**config.mk**
```make
export PLATFORM = sky130hd
export DESIGN_NAME = vdd_ctrl
export DESIGN_NICKNAME = d
export VERILOG_FILES = /design/src/sv/vdd_pkg.sv /design/src/sv/vdd_ctrl.sv
export SDC_FILE = /design/constraint.sdc
export NUM_CORES = 1
export LEC_CHECK = 0
export BUFFER_PORTS_ARGS = -buffer_cell sky130_fd_sc_hd__buf_2
export CORE_UTILIZATION = 30
export DETAILED_ROUTE_END_ITERATION = 10
export SLEW_MARGIN = 20
export SYNTH_ARGS = -nofsm -noshare
export SYNTH_HDL_FRONTEND = slang
export SYNTH_SLANG_ARGS = --single-unit
```
**constraint.sdc**
```tcl
create_clock -name i_clk -period 3.4 [get_ports i_clk]
set_input_delay 0.34 -clock i_clk [delete_from_list [all_inputs] [get_ports i_clk]]
set_output_delay 0.34 -clock i_clk [all_outputs]
set_load 0.02 [all_outputs]
```
**src/sv/vdd_pkg.sv**
```systemverilog
// shared types, constants, operation codes and saturating helpers for the diffusion step
`timescale 1ns / 1ps

package vdd_pkg;

    localparam int MAX_CELLS = 2048;
    localparam int FRAC_BITS = 48;
    localparam int DW        = 64;
    localparam int CFG_W     = 63;
    localparam int CNT_W     = 16;
    localparam int OP_W      = 5;

    localparam logic [CNT_W-1:0] CNT_LIMIT = CNT_W'(MAX_CELLS + 1);

    localparam logic signed [DW-1:0] Q_THREE       = DW'(64'sd3 <<< FRAC_BITS);
    localparam logic signed [DW-1:0] Q_NINE_HALVES = DW'(64'sd9 <<< (FRAC_BITS - 1));

    // configuration register indexes
    localparam logic [1:0] CFG_TIME_STEP  = 2'd0;
    localparam logic [1:0] CFG_INV_SP_SQ  = 2'd1;
    localparam logic [1:0] CFG_INV_TWO_SP = 2'd2;

    // result kinds
    localparam logic [1:0] KIND_INTERIOR = 2'd0;
    localparam logic [1:0] KIND_INNER    = 2'd1;
    localparam logic [1:0] KIND_OUTER    = 2'd2;

    // datapath operation codes
    localparam logic [OP_W-1:0] OP_UNEW   = 5'd0;
    localparam logic [OP_W-1:0] OP_A1     = 5'd1;
    localparam logic [OP_W-1:0] OP_A2     = 5'd2;
    localparam logic [OP_W-1:0] OP_A3     = 5'd3;
    localparam logic [OP_W-1:0] OP_M1     = 5'd4;
    localparam logic [OP_W-1:0] OP_M2     = 5'd5;
    localparam logic [OP_W-1:0] OP_M3     = 5'd6;
    localparam logic [OP_W-1:0] OP_M4     = 5'd7;
    localparam logic [OP_W-1:0] OP_A5     = 5'd8;
    localparam logic [OP_W-1:0] OP_M5     = 5'd9;
    localparam logic [OP_W-1:0] OP_A6     = 5'd10;
    localparam logic [OP_W-1:0] OP_M6     = 5'd11;
    localparam logic [OP_W-1:0] OP_M7     = 5'd12;
    localparam logic [OP_W-1:0] OP_UPD    = 5'd13;
    localparam logic [OP_W-1:0] OP_EMIT_I = 5'd14;
    localparam logic [OP_W-1:0] OP_C0     = 5'd15;
    localparam logic [OP_W-1:0] OP_C1     = 5'd16;
    localparam logic [OP_W-1:0] OP_C2     = 5'd17;
    localparam logic [OP_W-1:0] OP_WIN    = 5'd18;
    localparam logic [OP_W-1:0] OP_XA     = 5'd19;
    localparam logic [OP_W-1:0] OP_XB     = 5'd20;
    localparam logic [OP_W-1:0] OP_XS     = 5'd21;
    localparam logic [OP_W-1:0] OP_XF     = 5'd22;
    localparam logic [OP_W-1:0] OP_EMIT_H = 5'd23;
    localparam logic [OP_W-1:0] OP_EMIT_T = 5'd24;
    localparam logic [OP_W-1:0] OP_CLR    = 5'd25;

    typedef struct packed {
        logic            take;
        logic            go;
        logic [OP_W-1:0] op;
        logic [1:0]      xsel;
    } t_cmd;

    typedef struct packed {
        logic mul_done;
        logic out_free;
        logic idx_ge2;
        logic fin;
    } t_status;

    function automatic logic is_mul(input logic [OP_W-1:0] op);
        logic r;
        case (op) inside
            OP_UNEW, OP_M1, OP_M2, OP_M3, OP_M4, OP_M5, OP_M6, OP_M7,
            OP_C0, OP_C1, OP_C2, OP_XA, OP_XB: r = 1'b1;
            default: r = 1'b0;
        endcase
        return r;
    endfunction

    function automatic logic is_emit(input logic [OP_W-1:0] op);
        return (op == OP_EMIT_I) || (op == OP_EMIT_H) || (op == OP_EMIT_T);
    endfunction

    function automatic logic signed [DW-1:0] sat_add(input logic signed [DW-1:0] a,
                                                     input logic signed [DW-1:0] b);
        logic signed [DW:0] s;
        logic signed [DW-1:0] r;
        s = {a[DW-1], a} + {b[DW-1], b};
        if (s[DW] != s[DW-1]) begin
            r = s[DW] ? {1'b1, {(DW-1){1'b0}}} : {1'b0, {(DW-1){1'b1}}};
        end else begin
            r = s[DW-1:0];
        end
        return r;
    endfunction

    function automatic logic signed [DW-1:0] sat_sub(input logic signed [DW-1:0] a,
                                                     input logic signed [DW-1:0] b);
        logic signed [DW:0] s;
        logic signed [DW-1:0] r;
        s = {a[DW-1], a} - {b[DW-1], b};
        if (s[DW] != s[DW-1]) begin
            r = s[DW] ? {1'b1, {(DW-1){1'b0}}} : {1'b0, {(DW-1){1'b1}}};
        end else begin
            r = s[DW-1:0];
        end
        return r;
    endfunction

endpackage

```
**src/sv/vdd_ctrl.sv**
```systemverilog
// operation sequencer for the diffusion step
`timescale 1ns / 1ps

module vdd_ctrl (
    input  logic              i_clk,
    input  logic              i_rst_n,
    input  logic              i_in_valid,
    output logic              o_in_ready,
    input  vdd_pkg::t_status  i_status,
    output vdd_pkg::t_cmd     o_cmd
);

    localparam logic [1:0] ST_IDLE = 2'd0;
    localparam logic [1:0] ST_RUN  = 2'd1;
    localparam logic [1:0] ST_MUL  = 2'd2;

    logic [1:0]                 r_state, n_state;
    logic [vdd_pkg::OP_W-1:0]   r_op, n_op;
    logic [1:0]                 r_xsel, n_xsel;
    logic [vdd_pkg::OP_W-1:0]   w_next;
    logic                       w_take;

    // successor of the current operation
    always_comb begin
        w_next = vdd_pkg::OP_CLR;
        case (r_op)
            vdd_pkg::OP_UNEW:   w_next = i_status.idx_ge2 ? vdd_pkg::OP_A1 : vdd_pkg::OP_C0;
            vdd_pkg::OP_A1:     w_next = vdd_pkg::OP_A2;
            vdd_pkg::OP_A2:     w_next = vdd_pkg::OP_A3;
            vdd_pkg::OP_A3:     w_next = vdd_pkg::OP_M1;
            vdd_pkg::OP_M1:     w_next = vdd_pkg::OP_M2;
            vdd_pkg::OP_M2:     w_next = vdd_pkg::OP_M3;
            vdd_pkg::OP_M3:     w_next = vdd_pkg::OP_M4;
            vdd_pkg::OP_M4:     w_next = vdd_pkg::OP_A5;
            vdd_pkg::OP_A5:     w_next = vdd_pkg::OP_M5;
            vdd_pkg::OP_M5:     w_next = vdd_pkg::OP_A6;
            vdd_pkg::OP_A6:     w_next = vdd_pkg::OP_M6;
            vdd_pkg::OP_M6:     w_next = vdd_pkg::OP_M7;
            vdd_pkg::OP_M7:     w_next = vdd_pkg::OP_UPD;
            vdd_pkg::OP_UPD:    w_next = vdd_pkg::OP_EMIT_I;
            vdd_pkg::OP_EMIT_I: w_next = vdd_pkg::OP_C0;
            vdd_pkg::OP_C0:     w_next = vdd_pkg::OP_C1;
            vdd_pkg::OP_C1:     w_next = vdd_pkg::OP_C2;
            vdd_pkg::OP_C2:     w_next = vdd_pkg::OP_WIN;
            vdd_pkg::OP_WIN:    w_next = vdd_pkg::OP_XA;
            vdd_pkg::OP_XA:     w_next = vdd_pkg::OP_XB;
            vdd_pkg::OP_XB:     w_next = vdd_pkg::OP_XS;
            vdd_pkg::OP_XS:     w_next = vdd_pkg::OP_XF;
            vdd_pkg::OP_XF: begin
                if (r_xsel == 2'd1) begin
                    w_next = vdd_pkg::OP_EMIT_H;
                end else if (r_xsel == 2'd3) begin
                    w_next = vdd_pkg::OP_EMIT_T;
                end else begin
                    w_next = vdd_pkg::OP_XA;
                end
            end
            vdd_pkg::OP_EMIT_H: w_next = vdd_pkg::OP_XA;
            vdd_pkg::OP_EMIT_T: w_next = vdd_pkg::OP_CLR;
            default:            w_next = vdd_pkg::OP_CLR;
        endcase
    end

    assign w_take = (r_state == ST_IDLE) && i_in_valid;

    // state machine
    always_comb begin
        n_state = r_state;
        n_op    = r_op;
        n_xsel  = r_xsel;
        case (r_state)
            ST_IDLE: begin
                if (w_take) begin
                    n_state = ST_RUN;
                    n_op    = vdd_pkg::OP_UNEW;
                    n_xsel  = 2'd0;
                end
            end
            ST_RUN: begin
                if (vdd_pkg::is_mul(r_op)) begin
                    n_state = ST_MUL;
                end else if (vdd_pkg::is_emit(r_op) && !i_status.out_free) begin
                    n_state = ST_RUN;
                end else if (r_op == vdd_pkg::OP_CLR) begin
                    n_state = ST_IDLE;
                end else if (r_op == vdd_pkg::OP_WIN && !i_status.fin) begin
                    n_state = ST_IDLE;
                end else begin
                    n_op = w_next;
                    if (r_op == vdd_pkg::OP_XF) begin
                        n_xsel = r_xsel + 2'd1;
                    end
                end
            end
            ST_MUL: begin
                if (i_status.mul_done) begin
                    n_state = ST_RUN;
                    n_op    = w_next;
                end
            end
            default: n_state = ST_IDLE;
        endcase
    end

    always_ff @(posedge i_clk) begin
        if (!i_rst_n) begin
            r_state <= ST_IDLE;
            r_op    <= vdd_pkg::OP_UNEW;
            r_xsel  <= 2'd0;
        end else begin
            r_state <= n_state;
            r_op    <= n_op;
            r_xsel  <= n_xsel;
        end
    end

    assign o_in_ready = (r_state == ST_IDLE);
    assign o_cmd.take = w_take;
    assign o_cmd.go   = (r_state == ST_RUN);
    assign o_cmd.op   = r_op;
    assign o_cmd.xsel = r_xsel;

    // checks
    a_take_starts: assert property (@(posedge i_clk) disable iff (!i_rst_n)
        w_take |=> (r_state == ST_RUN) && (r_op == vdd_pkg::OP_UNEW))
        else $error("accepted word did not start the sequence");

    a_done_in_mul: assert property (@(posedge i_clk) disable iff (!i_rst_n)
        i_status.mul_done |-> (r_state == ST_MUL))
        else $error("multiplier finished outside a multiply wait");

    a_emit_holds: assert property (@(posedge i_clk) disable iff (!i_rst_n)
        (r_state == ST_RUN && vdd_pkg::is_emit(r_op) && !i_status.out_free)
        |=> (r_op == $past(r_op)) && (r_state == ST_RUN))
        else $error("emit step left while output register was full");

endmodule

```
==> metrics <==
outcome finished clean; crit path max fanout 25; Clk Latency, worst-skew pair between 0.2 and 0.3 ns; min-delay src i_rst_n; layout cells sized above 1 0.182; area delta synth->final 9.45%; design area ~1100 um^2; CP max stage delay slightly below 0.8 ns; Syn Inst Count ~130; total global-route track usage 0.139; Synth Register Bits 9; setup_tns 0 ns; Worst Setup SP r_op[0]; Pwr Density 716 nW/um^2; placed cell area 1060 um^2; area share of the largest cell type after synthesis 0.181; Crit path arrival time between 2 and 2.5 ns; sequential share of the synthesized area 0.181; Worst Tran Pin Value approximately 0.74 ns; Resize count post-CTS 0; top_reg_cell synth dfxtp_1; Die H between 50 and 60 um; worst hold path type in -> reg; crit path kind reg -> reg; largest net degree at the start of global routing 26; Post-Synth Simple-Gate Area 0.278; WL/cell around 12 um; fillcell total 363; Final HPWL DP about 1700 um; core box area about 3100 um^2; global-route wire length before repair ~3700 um; gr ovfl total 0; unrepaired setup endpoints after global routing false; Post-Synth Adder-Cell Area 0.0882; nets between 150 and 200; Setup Skew between 0.01 and 0.015 ns; yosys warns 0; Post-synth ARST share 0; Crit path max-delay family flip-flops; Tot Pwr 778 uW; synthesized-area fraction occupied by xor and xnor cells 0; # Post-CTS Setup Buffers 0; drt initial violations 44; Post-Route WL 2260 um; largest family of logic cells by synthesized area compound AO/OA/AOI/OAI gates; CTS tree built; vias in the first global route between 700 and 800; clock sink count 9; Synth Cell Area 993 um^2; mux cell area share after synthesis 0.0705; unique cell type count in the Yosys netlist 46; die width roughly 60 um; Slew Limit Fails 0; Area contributors post-synth dfxtp_1, ha_1, mux2i_1, nand2_1, a21oi_1; Hold Slack between 0.4 and 0.5 ns; Leak ~0.43 nW; CP Launch Type flop; row count 20; fmax 483 MHz; Vias per Instance 5.25; crit path cell chain and4b_1 > nor4_2 > a2111oi_4 > o21ai_4 > mux2i_1; slew margin rel. 0.504; starting density of the core 0.320; final hold vios 0; critical path required time between 3 and 4 ns; Max Cap Viol 0; number of port buffers 16; DRT Pass-1 Iters 4; diode count 0; H-tree levels 1; clk slew on worst S/H paths approximately 0.070 ns; initial antenna violation count 0; final core utilization 0.350; total number of vias between 900 and 1000; Syn Nets around 140; VDD IR max 166 uV; CP Capture Type flop; RePlAce Congestion roughly 0.76; slowest stage cell, crit path dfxtp_1; drt drc 0; post-synth top area cell dfxtp_1; Avg Cell Area, Syn around 8 um^2; TritonCTS Buffers 3; Post-synth EDFFs 0; I/O pins 17; post-route ant nets 0; fin crit period 2.07 ns; Die Area ~3500 um^2; Crit path buffers/inverters 0; clock root cell clkbuf_4; Setup-failing EPs final 0; Clock Tree Buf Depth 2; r2r startpoint r_op[0]; hold_buf cts 0; fin crit share 0.609; post-synthesis compound-gate area fraction 0.287
==> state kept, by name, summed over array words and instances (netlist names) <==
signal / cells
r_op: 5
r_state: 2
r_xsel: 2
==> synth_stat cells (3+ instances only) <==
cell	count
and2_1	3
o21ai_0	7
nand2_1	15
nand2b_1	3
nor2_1	10
a21oi_1	10
or3_1	3
buf_2	3
and4b_1	3
dfxtp_1	9
ha_1	7
inv_1	7
mux2i_1	7
==> worst register-to-register path: stages, from the launching register on <==
cell,delay [ns]
dfxtp_1,0.78
and4b_1,0.28
nor4_2,0.35
a2111oi_4,0.13
o21ai_4,0.24
mux2i_1,0.22
==> layout by cell type (no fill, tap or decap), types with 2 or more instances in the layout <==
| master | n |
|---|---|
| buf_2 | 16 |
| nand2_1 | 15 |
| nor2_1 | 10 |
| a21oi_1 | 10 |
| dfxtp_1 | 9 |
| inv_1 | 7 |
| o21ai_0 | 7 |
| mux2i_1 | 7 |
| ha_1 | 7 |
| and2_1 | 3 |
| or3_1 | 3 |
| and4b_1 | 3 |
| nand2b_1 | 3 |
| clkbuf_4 | 3 |
| nor3_1 | 2 |
| o22ai_1 | 2 |
| o32ai_1 | 2 |
| nand3_1 | 2 |
==> final timing paths <==
kind	end	slack (ns)	depth (start not counted)
max reg2reg	r_op[2]	1.33	5
min	r_state[0]	0.44	3
min reg2reg	r_state[0]	0.51	2
max	r_op[2]	1.33	5
==> area by class of cell <==
cell class              instances  area [um^2]  area share
clock buffers                   4         26.3      0.0242
repair buffers                 16         80.1      0.0736
flip-flops and latches          9          180       0.166
well taps                      44         55.1      0.0506
multi-input cells             101          719       0.662
inverters                       7         26.3      0.0242
==> stage by stage <==
step                      cells  setup slack (ns)
final                       181              1.33
after global routing        181              1.15
after CTS                   181              1.33
after detailed placement    177              1.35
after global placement      177              1.41
after floorplan             127              1.66
==> logic make-up (layout without fill, tap and decap cells) <==
kind of cell             after synthesis  count (layout)
AND/OR/NAND/NOR                       49              49
multiplexers                           7               7
flip-flops                             9               9
AO/OA/AOI/OAI                         38              38
adder cells (fa/ha/maj)                7               7
buffers and inverters                 17              27
==> power breakdown <==
part           switching [mW]  internal, mW  total [mW]
logic                   0.262         0.207       0.469
clock network          0.0419        0.0453      0.0872
registers              0.0914         0.130       0.222
total                   0.396         0.382       0.778
==> metal layers <==
layer  routed length, um  GRT usage  up-vias  share of wire
met5                   0          0        -              0
met4                  48     0.0797        0          0.021
met3                  63    0.00655        5          0.028
met2                1050      0.222       16           0.47
met1                1090      0.185      443           0.48
li1                    -          -      487              -
(Power assumes the default switching activity.)
